--- src/scalc_pkg.sv ---
// Package for the stack calculator engine: sizes, command and status codes,
// controller states and the request/response types of the divider.
// Used by every module of the block; depends on nothing.
package scalc_pkg;

    // Stack geometry.
    localparam int STACK_DEPTH = 128;
    localparam int ADDR_W      = $clog2(STACK_DEPTH);
    localparam int DEPTH_W     = $clog2(STACK_DEPTH + 1);
    localparam int WORD_W      = 32;

    // Divider iteration count, one quotient bit per step.
    localparam int DIV_STEPS = WORD_W;
    localparam int DIV_CNT_W = $clog2(DIV_STEPS + 1);

    // Command codes.
    typedef enum logic [3:0] {
        OP_PUSH = 4'd0,
        OP_ADD  = 4'd1,
        OP_SUB  = 4'd2,
        OP_MUL  = 4'd3,
        OP_DIV  = 4'd4,
        OP_MOD  = 4'd5,
        OP_POP  = 4'd6,
        OP_DUP  = 4'd7,
        OP_OVER = 4'd8,
        OP_SWAP = 4'd9,
        OP_DROP = 4'd10
    } t_op;

    // Result status codes.
    typedef enum logic [1:0] {
        ST_OK    = 2'd0,
        ST_UNDER = 2'd1,
        ST_OVER  = 2'd2,
        ST_DIVZ  = 2'd3
    } t_status;

    // Controller states.
    typedef enum logic [1:0] {
        S_IDLE = 2'd0,
        S_EXEC = 2'd1,
        S_DIV  = 2'd2,
        S_FIN  = 2'd3
    } t_state;

    // Request to the divider.
    typedef struct packed {
        logic              start;
        logic              is_mod;
        logic [WORD_W-1:0] dividend;
        logic [WORD_W-1:0] divisor;
    } t_div_req;

    // Response from the divider.
    typedef struct packed {
        logic              done;
        logic [WORD_W-1:0] result;
    } t_div_rsp;

endpackage

--- src/scalc_stack_ram.sv ---
// Stack storage: a simple dual-port memory, one write and one registered read.
// Sizes come from scalc_pkg.
module scalc_stack_ram (
    input  logic                                  i_clk,
    input  logic                                  i_we,
    input  logic [scalc_pkg::ADDR_W-1:0]          i_waddr,
    input  logic [scalc_pkg::WORD_W-1:0]          i_wdata,
    input  logic [scalc_pkg::ADDR_W-1:0]          i_raddr,
    output logic [scalc_pkg::WORD_W-1:0]          o_rdata
);

    logic [scalc_pkg::WORD_W-1:0] r_mem [scalc_pkg::STACK_DEPTH];
    logic [scalc_pkg::WORD_W-1:0] r_rdata;

    // Write port.
    always_ff @(posedge i_clk) begin
        if (i_we) begin
            r_mem[i_waddr] <= i_wdata;
        end
    end

    // Registered read port.
    always_ff @(posedge i_clk) begin
        r_rdata <= r_mem[i_raddr];
    end

    assign o_rdata = r_rdata;

endmodule

--- config.mk ---
export PLATFORM = sky130hd
export DESIGN_NAME = scalc_stack_ram
export DESIGN_NICKNAME = d
export VERILOG_FILES = /design/src/scalc_pkg.sv /design/src/scalc_stack_ram.sv
export SDC_FILE = /design/constraint.sdc
export NUM_CORES = 2
export LEC_CHECK = 0
export BUFFER_PORTS_ARGS = -buffer_cell sky130_fd_sc_hd__buf_2
export CAP_MARGIN = 20
export CORE_ASPECT_RATIO = 0.7
export CORE_MARGIN = 3
export CORE_UTILIZATION = 35
export DETAILED_ROUTE_END_ITERATION = 8
export GPL_TIMING_DRIVEN = 0
export REMOVE_ABC_BUFFERS = 1
export SLEW_MARGIN = 20
export SYNTH_ARGS = -nofsm -noshare
export SYNTH_HDL_FRONTEND = slang
export SYNTH_SLANG_ARGS = --single-unit
--- constraint.sdc ---
create_clock -name i_clk -period 6.4 [get_ports i_clk]
set_clock_uncertainty 0.15 [all_clocks]
set_input_delay 0.96 -clock i_clk [delete_from_list [all_inputs] [get_ports i_clk]]
set_output_delay 0.96 -clock i_clk [all_outputs]
set_load 0.005 [all_outputs]
==> impl_metrics.py <==
metrics = {
    "logic_synthesis": {
        "syn_avg_cell_area_um2": 26.1,
        "synth_cells": 5990,
        "synth_top_area_cell": "edfxtp_1",
        "ys_ff_latch": 4128,
        "yosys_warnings": 0,
        "yosys.area.top_type_share_pct": 78.7,
        "yosysSeqAreaShare_pct": 79.1,
        "syn_area_mm2": 0.156,
        "synthTopCellsByArea": "edfxtp_1 79%, mux4_2 19%, clkbuf_1 0.44%",
        "yosys.cell_types.count": 17,
    },
    "sta": {
        "hold_viol": 0,
        "fmax_mhz": 173,
        "rsz0062_at_grt": "false",
        "setup_viol": 0,
        "setup_ws_ns": 0.624,
        "max_slew.worst_pin.slew_ns": 1.12,
        "tns_ns": 0,
        "min_period_ns": 5.78,
        "maxSlewHeadroom_pct": 24.8,
        "finalCritPeriodShare_pct": 90.2,
        "slew_viol_final": 0,
    },
    "floorplanning": {
        "die_h_um": 565,
        "ios": 80,
        "initial_utilization_pct": 35.3,
        "num_rows": 204,
        "dieArea_mm2": 0.455,
        "core-area_mm2": 0.443,
        "dieWidth_um": 805,
    },
    "global_route": {
        "grt_use_total_pct": 17.0,
        "overflow": 0,
        "grt_max_degree": 108,
        "grt_antenna_before_repair": 51,
        "grt_pass1_vias": 69400,
        "grt_first_pass_wirelength_mm": 547,
    },
    "detailed_routing": {
        "vias_per_cell": 5.47,
        "final_antenna_net_count": 0,
        "drt_pass1_iterations": 6,
        "vias": 69300,
        "wl_met1_mm": 165,
        "drtIter0Drc": 9524,
        "dr.max_layer_used": "met5",
        "wl_met2_mm": 176,
        "wl_met3_mm": 41.7,
        "routed_wl_mm": 391,
        "wire_per_inst_um": 30.9,
        "drc": 0,
    },
    "critical_path": {
        "path_class": "in2reg",
        "cp_data_arrival_time_ns": 6.42,
        "critPathMaxFanout": 78,
        "worst_setup_path_end_kind": "flip-flop",
        "crit_required_ns": 7.05,
        "reg2regPathDepth": 4,
        "critical_path.startpoint_type": "input port",
    },
    "hold_path": {
        "min_path_cells": 1,
        "hold_path_class": "in2reg",
    },
    "place": {
        "port_buffers": 79,
        "gp_congestion": 0.796,
        "dpl.hpwl_mm": 254,
        "place_area_mm2": 0.171,
        "pre_cts_slack_ns": -0.703,
    },
    "power": {
        "power_switching_share_pct": 20.9,
        "combPwrFrac_pct": 5.4,
        "total_power_uw": 55100,
        "pwr_density_cell_mw_per_mm2": 301,
        "clockPowerShare_pct": 40.4,
        "p_int_uw": 43600,
        "pwr-share-seq_pct": 54.2,
        "p_leak_uw": 0.0554,
        "ir_drop_mv": 0.230,
        "p_sw_uw": 11500,
    },
    "clock_network": {
        "htreeDepth": 5,
        "cts_made_buffers": 384,
        "ctsHoldBuffers": 0,
        "cts_tree": "built",
        "worstSkewPairLatency_ns": 0.92,
        "clock-sinks": 4128,
        "clkSlewWorstSetupHoldPaths_ns": 0.06,
        "cts_buffer_depth": 4,
        "cts-root-buf": "clkbuf_16",
    },
    "cells_and_area": {
        "drive_above_1_share_pct": 36.1,
        "finalNetCount": 6508,
        "syn_to_final_growth_pct": 17.2,
        "fillers": 37100,
        "multiInputGateArea_mm2": 0.0323,
        "seqCellArea_mm2": 0.124,
        "final_util_pct": 41.4,
        "final_area_mm2": 0.183,
    },
    "flow_run": {
        "cap_viol_max_count": 0,
    },
    "status": {
        "status": "completed",
    },
}
-- logic make-up after synthesis --
kind of cell,after synthesis,synth area share [%]
AND/OR/NAND/NOR,170,0.446
multiplexers,1376,19.6
buffers and inverters,316,0.839
flip-flops,4128,79.1
-- worst max-delay path, stage by stage --
cell,delay [ns]
buf_12,0.43
buf_16,0.37
buf_16,0.39
buf_16,0.49
buf_16,0.43
buf_16,0.44
mux4_2,0.60
mux4_2,0.66
mux4_2,0.63
mux2_2,0.34
-- through the flow --
step / cells / hold slack (ns)
5_1_grt: 12600 / 0.287
3_3_place_gp: 11600 / 0.971
2_1_floorplan: 5674 / 0.909
3_5_place_dp: 11900 / 0.979
4_1_cts: 12600 / 0.253
6_report: 12700 / 0.323
-- layer usage --
| layer | track usage, % | vias to the layer above |
|---|---|---|
| met3 | 4.97 | 486 |
| met5 | 0 | - |
| li1 | - | 27400 |
| met2 | 25.1 | 3160 |
| met4 | 4.03 | 20 |
| met1 | 24.8 | 38200 |
-- state kept, by name, summed over array words and instances, names as in the netlist --
signal   count
r_mem     4096
o_rdata     32
-- cell usage in the layout, fill, tap and decap left out, types with 2 or more instances in the layout --
cell type,instances
edfxtp_1,4096
mux4_2,1344
clkbuf_16,392
buf_16,171
nor2_4,119
buf_12,92
clkbuf_1,80
clkinv_1,80
clkinv_2,69
buf_6,43
buf_2,41
buf_4,41
diode_2,36
bufinv_16,34
mux2_2,32
dfxtp_1,32
clkinvlp_4,16
nand2_1,11
buf_8,11
nor3_2,9
inv_6,9
nand3_1,8
nor2b_1,6
clkinv_8,6
clkinv_4,5
nand4_1,3
nand3_2,3
nand2_2,3
nand2b_1,2
nor2_1,2
-- synthesized netlist by cell type, drive strengths merged --
library cell	count
edfxtp	4096
mux4	1344
clkbuf	182
buf	134
nor2	122
dfxtp	32
mux2	32
nand2	14
nand3	12
nor3	9
nor2b	7
nand4	3
nand2b	2
or3	1
-- power groups by stage --
stage / clock network [µW] / logic, µW / registers, µW
final: 22300 / 2970 / 29900
after global routing: 23800 / 3110 / 29900
after CTS: 22700 / 2960 / 29900
after detailed placement: 0 / 2950 / 30500
after global placement: 0 / 4650 / 30500
after floorplan: 0 / 1100 / 30500
-- area by class of cell --
type                       instances  area share (%)
multi-input combinational       1546            17.6
clock inverter                   220            1.11
clock buffer                     471            5.50
tap                             5871            4.01
antenna                           36          0.0492
sequential                      4128            67.5
timing repair buffer             400            4.22
-- repair_timing --
action / CTS / global route
endpoints found under the setup margin: 0 / 1
setup buffers: 0 / 0
resized for setup: 0 / 0
-- worst paths after layout --
kind,from,end,slack (ns)
worst max-delay path,i_raddr[0],o_rdata[11],0.62
worst min-delay path,i_wdata[19],r_mem[10][19],0.32
worst max register to register,r_mem[5][3],o_rdata[3],3.60
worst min register to register,r_mem[77][15],o_rdata[15],0.95
(Power assumes the default switching activity.)
