[src/scalc_pkg.sv]
// Package for the stack calculator engine: sizes, command and status codes,
// controller states and the request/response types of the divider.
// Used by every module of the block; depends on nothing.
package scalc_pkg;

    // Stack geometry.
    localparam int STACK_DEPTH = 128;
    localparam int ADDR_W      = $clog2(STACK_DEPTH);
    localparam int DEPTH_W     = $clog2(STACK_DEPTH + 1);
    localparam int WORD_W      = 32;

    // Divider iteration count, one quotient bit per step.
    localparam int DIV_STEPS = WORD_W;
    localparam int DIV_CNT_W = $clog2(DIV_STEPS + 1);

    // Command codes.
    typedef enum logic [3:0] {
        OP_PUSH = 4'd0,
        OP_ADD  = 4'd1,
        OP_SUB  = 4'd2,
        OP_MUL  = 4'd3,
        OP_DIV  = 4'd4,
        OP_MOD  = 4'd5,
        OP_POP  = 4'd6,
        OP_DUP  = 4'd7,
        OP_OVER = 4'd8,
        OP_SWAP = 4'd9,
        OP_DROP = 4'd10
    } t_op;

    // Result status codes.
    typedef enum logic [1:0] {
        ST_OK    = 2'd0,
        ST_UNDER = 2'd1,
        ST_OVER  = 2'd2,
        ST_DIVZ  = 2'd3
    } t_status;

    // Controller states.
    typedef enum logic [1:0] {
        S_IDLE = 2'd0,
        S_EXEC = 2'd1,
        S_DIV  = 2'd2,
        S_FIN  = 2'd3
    } t_state;

    // Request to the divider.
    typedef struct packed {
        logic              start;
        logic              is_mod;
        logic [WORD_W-1:0] dividend;
        logic [WORD_W-1:0] divisor;
    } t_div_req;

    // Response from the divider.
    typedef struct packed {
        logic              done;
        logic [WORD_W-1:0] result;
    } t_div_rsp;

endpackage

[src/scalc_div.sv]
// Signed 32-bit divider: restoring division on magnitudes, one bit per cycle,
// with quotient truncated toward zero and remainder taking the dividend sign.
// Uses types and sizes from scalc_pkg.
module scalc_div (
    input  logic                  i_clk,
    input  logic                  i_rst_n,
    input  scalc_pkg::t_div_req   i_req,
    output scalc_pkg::t_div_rsp   o_rsp
);

    logic                                r_busy;
    logic                                r_done;
    logic [scalc_pkg::DIV_CNT_W-1:0]     r_cnt;
    logic [scalc_pkg::WORD_W:0]          r_rem;
    logic [scalc_pkg::WORD_W-1:0]        r_quo;
    logic [scalc_pkg::WORD_W-1:0]        r_den;
    logic                                r_neg_q;
    logic                                r_neg_r;
    logic                                r_is_mod;

    logic [scalc_pkg::WORD_W:0]          n_rem;
    logic [scalc_pkg::WORD_W-1:0]        n_quo;
    logic [scalc_pkg::WORD_W:0]          rem_shift;
    logic [scalc_pkg::WORD_W:0]          trial;
    logic [scalc_pkg::WORD_W-1:0]        mag_num;
    logic [scalc_pkg::WORD_W-1:0]        mag_den;
    logic [scalc_pkg::WORD_W-1:0]        quo_signed;
    logic [scalc_pkg::WORD_W-1:0]        rem_signed;

    // Operand magnitudes; the most negative value maps to 2^31 as unsigned.
    assign mag_num = i_req.dividend[scalc_pkg::WORD_W-1]
                   ? (~i_req.dividend + scalc_pkg::WORD_W'(1))
                   : i_req.dividend;
    assign mag_den = i_req.divisor[scalc_pkg::WORD_W-1]
                   ? (~i_req.divisor + scalc_pkg::WORD_W'(1))
                   : i_req.divisor;

    // One restoring step: shift in the next dividend bit and try a subtract.
    always_comb begin
        rem_shift = {r_rem[scalc_pkg::WORD_W-1:0], r_quo[scalc_pkg::WORD_W-1]};
        trial     = rem_shift - {1'b0, r_den};
        if (!trial[scalc_pkg::WORD_W]) begin
            n_rem = trial;
            n_quo = {r_quo[scalc_pkg::WORD_W-2:0], 1'b1};
        end else begin
            n_rem = rem_shift;
            n_quo = {r_quo[scalc_pkg::WORD_W-2:0], 1'b0};
        end
    end

    // Control: busy flag, step count and the done pulse.
    always_ff @(posedge i_clk) begin
        if (!i_rst_n) begin
            r_busy <= 1'b0;
            r_done <= 1'b0;
            r_cnt  <= '0;
        end else begin
            r_done <= 1'b0;
            if (i_req.start) begin
                r_busy <= 1'b1;
                r_cnt  <= scalc_pkg::DIV_CNT_W'(scalc_pkg::DIV_STEPS);
            end else if (r_busy) begin
                r_cnt <= r_cnt - scalc_pkg::DIV_CNT_W'(1);
                if (r_cnt == scalc_pkg::DIV_CNT_W'(1)) begin
                    r_busy <= 1'b0;
                    r_done <= 1'b1;
                end
            end
        end
    end

    // Datapath: operand load and iteration.
    always_ff @(posedge i_clk) begin
        if (i_req.start) begin
            r_rem    <= '0;
            r_quo    <= mag_num;
            r_den    <= mag_den;
            r_neg_q  <= i_req.dividend[scalc_pkg::WORD_W-1] ^ i_req.divisor[scalc_pkg::WORD_W-1];
            r_neg_r  <= i_req.dividend[scalc_pkg::WORD_W-1];
            r_is_mod <= i_req.is_mod;
        end else if (r_busy) begin
            r_rem <= n_rem;
            r_quo <= n_quo;
        end
    end

    // Apply the signs; the registers hold steady while done is high.
    assign quo_signed = r_neg_q ? (~r_quo + scalc_pkg::WORD_W'(1)) : r_quo;
    assign rem_signed = r_neg_r ? (~r_rem[scalc_pkg::WORD_W-1:0] + scalc_pkg::WORD_W'(1))
                                : r_rem[scalc_pkg::WORD_W-1:0];

    assign o_rsp.done   = r_done;
    assign o_rsp.result = r_is_mod ? rem_signed : quo_signed;

endmodule

[config.mk]
export PLATFORM = sky130hd
export DESIGN_NAME = scalc_div
export DESIGN_NICKNAME = d
export VERILOG_FILES = /design/src/scalc_pkg.sv /design/src/scalc_div.sv
export SDC_FILE = /design/constraint.sdc
export NUM_CORES = 1
export LEC_CHECK = 0
export BUFFER_PORTS_ARGS = -buffer_cell sky130_fd_sc_hd__buf_4
export CORE_UTILIZATION = 40
export CTS_BUF_LIST = sky130_fd_sc_hd__clkbuf_4 sky130_fd_sc_hd__clkbuf_8 sky130_fd_sc_hd__clkbuf_16
export CTS_CLUSTER_SIZE = 12
export DETAILED_ROUTE_END_ITERATION = 10
export PLACE_DENSITY = 0.66
export SETUP_SLACK_MARGIN = 0.05
export SYNTH_ARGS = -nofsm -noshare
export SYNTH_HDL_FRONTEND = slang
export SYNTH_SLANG_ARGS = --single-unit
[constraint.sdc]
create_clock -name i_clk -period 5.4 [get_ports i_clk]
set_clock_uncertainty 0.2 [all_clocks]
set_input_delay 0.27 -clock i_clk [delete_from_list [all_inputs] [get_ports i_clk]]
set_output_delay 0.27 -clock i_clk [all_outputs]
set_load 0.05 [all_outputs]
==> flow_summary.json <==
{
  "status": "completed",
  "synth-main-ff-cell": "edfxtp_1",
  "ir_worst_vdd_uv": 156,
  "setup_violations": 0,
  "antenna_cells": 0,
  "finish.utilization_pct": 47.1,
  "crit_top_cell": "or4_1",
  "ant_nets": 0,
  "synth_seq_cells": 107,
  "path_cells": "or4_1 > or4_1 > or4_1 > or3_1 > nor4_1 > nand2_1 > o31ai_1 > xnor2_1 > mux2i_1 > buf_4",
  "cts_resized": 0,
  "dr.pass1.iters": 8,
  "cts_hold_buf": 3,
  "dp_hpwl_microns": 16400,
  "period_minus_slack_ns": 4.70,
  "netlist_area_sq_mm": 0.00873,
  "power.density_mw_per_mm2": 293,
  "grt_usage_pct": 19.6,
  "yosysSeqAreaShare_pct": 32.2,
  "fp-row-count": 53,
  "fin_nets": 1245,
  "slew_headroom_pct": 37.7,
  "worst-path-stages": 10,
  "chipHeight_microns": 150,
  "leakage_uw": 0.00400,
  "post-route-period-util_pct": 87.0,
  "crit_buf_inv": 1,
  "critical_path_required_ns": 4.93,
  "rrSetupSlack_ns": 1.16,
  "start_util_pct": 41.2,
  "cts_max_level": 3,
  "final-instance-count-excl-fill": 1418,
  "holdPathEnd": "r_den[13]",
  "cp-start-kind": "register",
  "drc": 0,
  "worst-endpoint-arrival_ns": 4.23,
  "drv_cap": 0,
  "drive_gt1_share_pct": 11.7,
  "worstReg2RegEnd": "r_rem[14]",
  "crit_type": "register to output port",
  "grt_pass1_wl_microns": 34900,
  "tightest_slew_ns": 0.934,
  "crit_path_end_kind": "output port",
  "dp_cells": 1399,
  "ys_types": 57,
  "holdPathStages": 2,
  "cts_tree": "built",
  "syn_nets": 1182,
  "synth_edf_count": 67,
  "drt-total-wl_microns": 21600,
  "core-area_sq_mm": 0.0212,
  "clock-sinks": 107,
  "reg2regPathDepth": 13,
  "grt_pass1_vias": 7105,
  "drt_iter0_drc": 581,
  "critPathMaxStageDelay_ns": 0.57,
  "syn_area_per_cell_sq_um": 8.13,
  "gp_congestion": 0.906,
  "critPathSlowestCell": "or4_1",
  "min-delay-start": "i_req[13]",
  "rsz0062_at_grt": "false",
  "grt_start_max_net_pins": 78,
  "clk_latency_ns": 0.36,
  "fin_setup_tns_ns": 0,
  "hold_class": "input port to register",
  "cts-root-buf": "clkbuf_16",
  "die_x_microns": 150,
  "viasPerCell": 5.52,
  "area_growth_pct": 14.5,
  "max_freq_mhz": 213,
  "yosys_warnings": 0,
  "slew_violations": 0,
  "clockBufferDepth": 2,
  "syn_inst": 1075,
  "postCtsSetupBuffers": 0,
  "cts_made_buffers": 9,
  "vias": 7831,
  "holdWs_ns": 0.0115,
  "pin_count": 101,
  "die_area_sq_mm": 0.0224,
  "r2r_start": "r_quo[31]",
  "clkSlewWorstSetupHoldPaths_ns": 0.07,
  "io_buffers": 100,
  "crit_fanout": 5,
  "globalRouteOverflowTotal": 0,
  "async_reset_ff_share_pct": 0,
  "crit_family": "simple AND/OR/NAND/NOR gates",
  "finalHoldViolCount": 0,
  "wl_per_cell_microns": 15.3,
  "antenna_found_initial": 0
}
-- flip-flops by register name (all words and copies together), names as in the netlist --
name      count
r_busy        1
r_cnt         6
r_den        32
r_done        1
r_is_mod      1
r_neg_q       1
r_neg_r       1
r_quo        32
r_rem        32
-- worst reg2reg max path, cell delays in order, from the launching register on --
cell and delay [ns]:
edfxtp_1 0.32, inv_1 0.07, ha_1 0.23, fa_1 0.38
nand2b_1 0.19, a21oi_1 0.23, o21ai_0 0.22, a211oi_1 0.50
o21ai_0 0.18, a31oi_1 0.56, xnor2_2 0.42, buf_4 0.31
o21ai_0 0.10, a311oi_1 0.25
-- through the flow --
step | cell area (sq um) | total power [uW] | worst slack (ns)
floorplan | 8730 | 1910 | 1.03
global placement | 9670 | 2240 | 1.07
detailed placement | 9670 | 2250 | 1.07
CTS | 10000 | 2940 | 0.648
global route | 10000 | 3100 | 0.475
finish | 10000 | 2930 | 0.703
-- cells in the mapped netlist, types with 37 or more instances --
| master | n | share of area [%] |
|---|---|---|
| ha_1 | 38 | 5.4 |
| xor2_1 | 83 | 8.3 |
| nor2_1 | 111 | 4.8 |
| o21ai_0 | 70 | 4.0 |
| edfxtp_1 | 67 | 23 |
| xnor2_1 | 67 | 6.7 |
| o31ai_1 | 37 | 3.2 |
| nand2_1 | 124 | 5.3 |
| clkbuf_1 | 48 | 2.1 |
| a21oi_1 | 88 | 5.0 |
| dfxtp_1 | 40 | 9.2 |
| inv_1 | 54 | 2.3 |
-- where the power goes --
part	switching [uW]	total (uW)	leakage (uW)	internal, uW
Sequential	111	1080	0.000987	966
Combinational	738	1170	0.00286	435
Clock	297	684	0.000154	387
-- how the worst max path moves through the flow --
stage,endpoint,start
after floorplan,o_rsp[25],r_quo[3]
after global placement,o_rsp[31],r_quo[2]
after detailed placement,o_rsp[31],r_quo[3]
after CTS,o_rsp[31],r_quo[3]
after global routing,o_rsp[31],r_quo[3]
final,o_rsp[31],r_quo[3]
-- routing by layer --
layer  global-route usage, %  routed length (microns)  up-vias
met5                       0                        0        -
met4                    4.90                      211        0
met3                    2.01                     1180       12
met2                    30.3                     9180      226
met1                    28.9                    11100     3570
li1                        -                        -     4023
-- layout make-up --
| type | count | area [sq um] |
|---|---|---|
| fill | 2096 | 11200 |
| multi-input combinational | 856 | 5510 |
| sequential | 107 | 2810 |
| timing repair buffer | 109 | 826 |
| tap | 275 | 344 |
| clock buffer | 13 | 262 |
| inverter | 55 | 206 |
| clock inverter | 3 | 40.0 |
-- logic make-up after synthesis --
logic type               share of synthesized area (%)
buffers and inverters                             4.86
XOR/XNOR                                          15.0
multiplexers                                      1.03
AO/OA/AOI/OAI                                     22.0
adder cells (fa/ha/maj)                           5.67
flip-flops                                        32.2
AND/OR/NAND/NOR                                   19.2
-- cells in the final DEF, fill, tap and decap left out, types with 4 or more instances in the layout --
| cell | n |
|---|---|
| a211oi_1 | 14 |
| a21o_1 | 18 |
| a21oi_1 | 88 |
| a311oi_1 | 24 |
| a31oi_1 | 5 |
| and3_1 | 8 |
| buf_4 | 106 |
| clkbuf_16 | 9 |
| dfxtp_1 | 39 |
| edfxtp_1 | 67 |
| ha_1 | 38 |
| inv_1 | 54 |
| mux2i_1 | 9 |
| nand2_1 | 124 |
| nand2b_1 | 11 |
| nand3_1 | 13 |
| nand4_1 | 6 |
| nor2_1 | 111 |
| nor2b_1 | 5 |
| nor3_1 | 16 |
| nor4_1 | 16 |
| o21ai_0 | 70 |
| o21bai_1 | 4 |
| o22ai_1 | 4 |
| o31ai_1 | 37 |
| o41ai_1 | 12 |
| or3_1 | 10 |
| or4_1 | 24 |
| xnor2_1 | 65 |
| xor2_1 | 83 |
(Power assumes the default switching activity.)
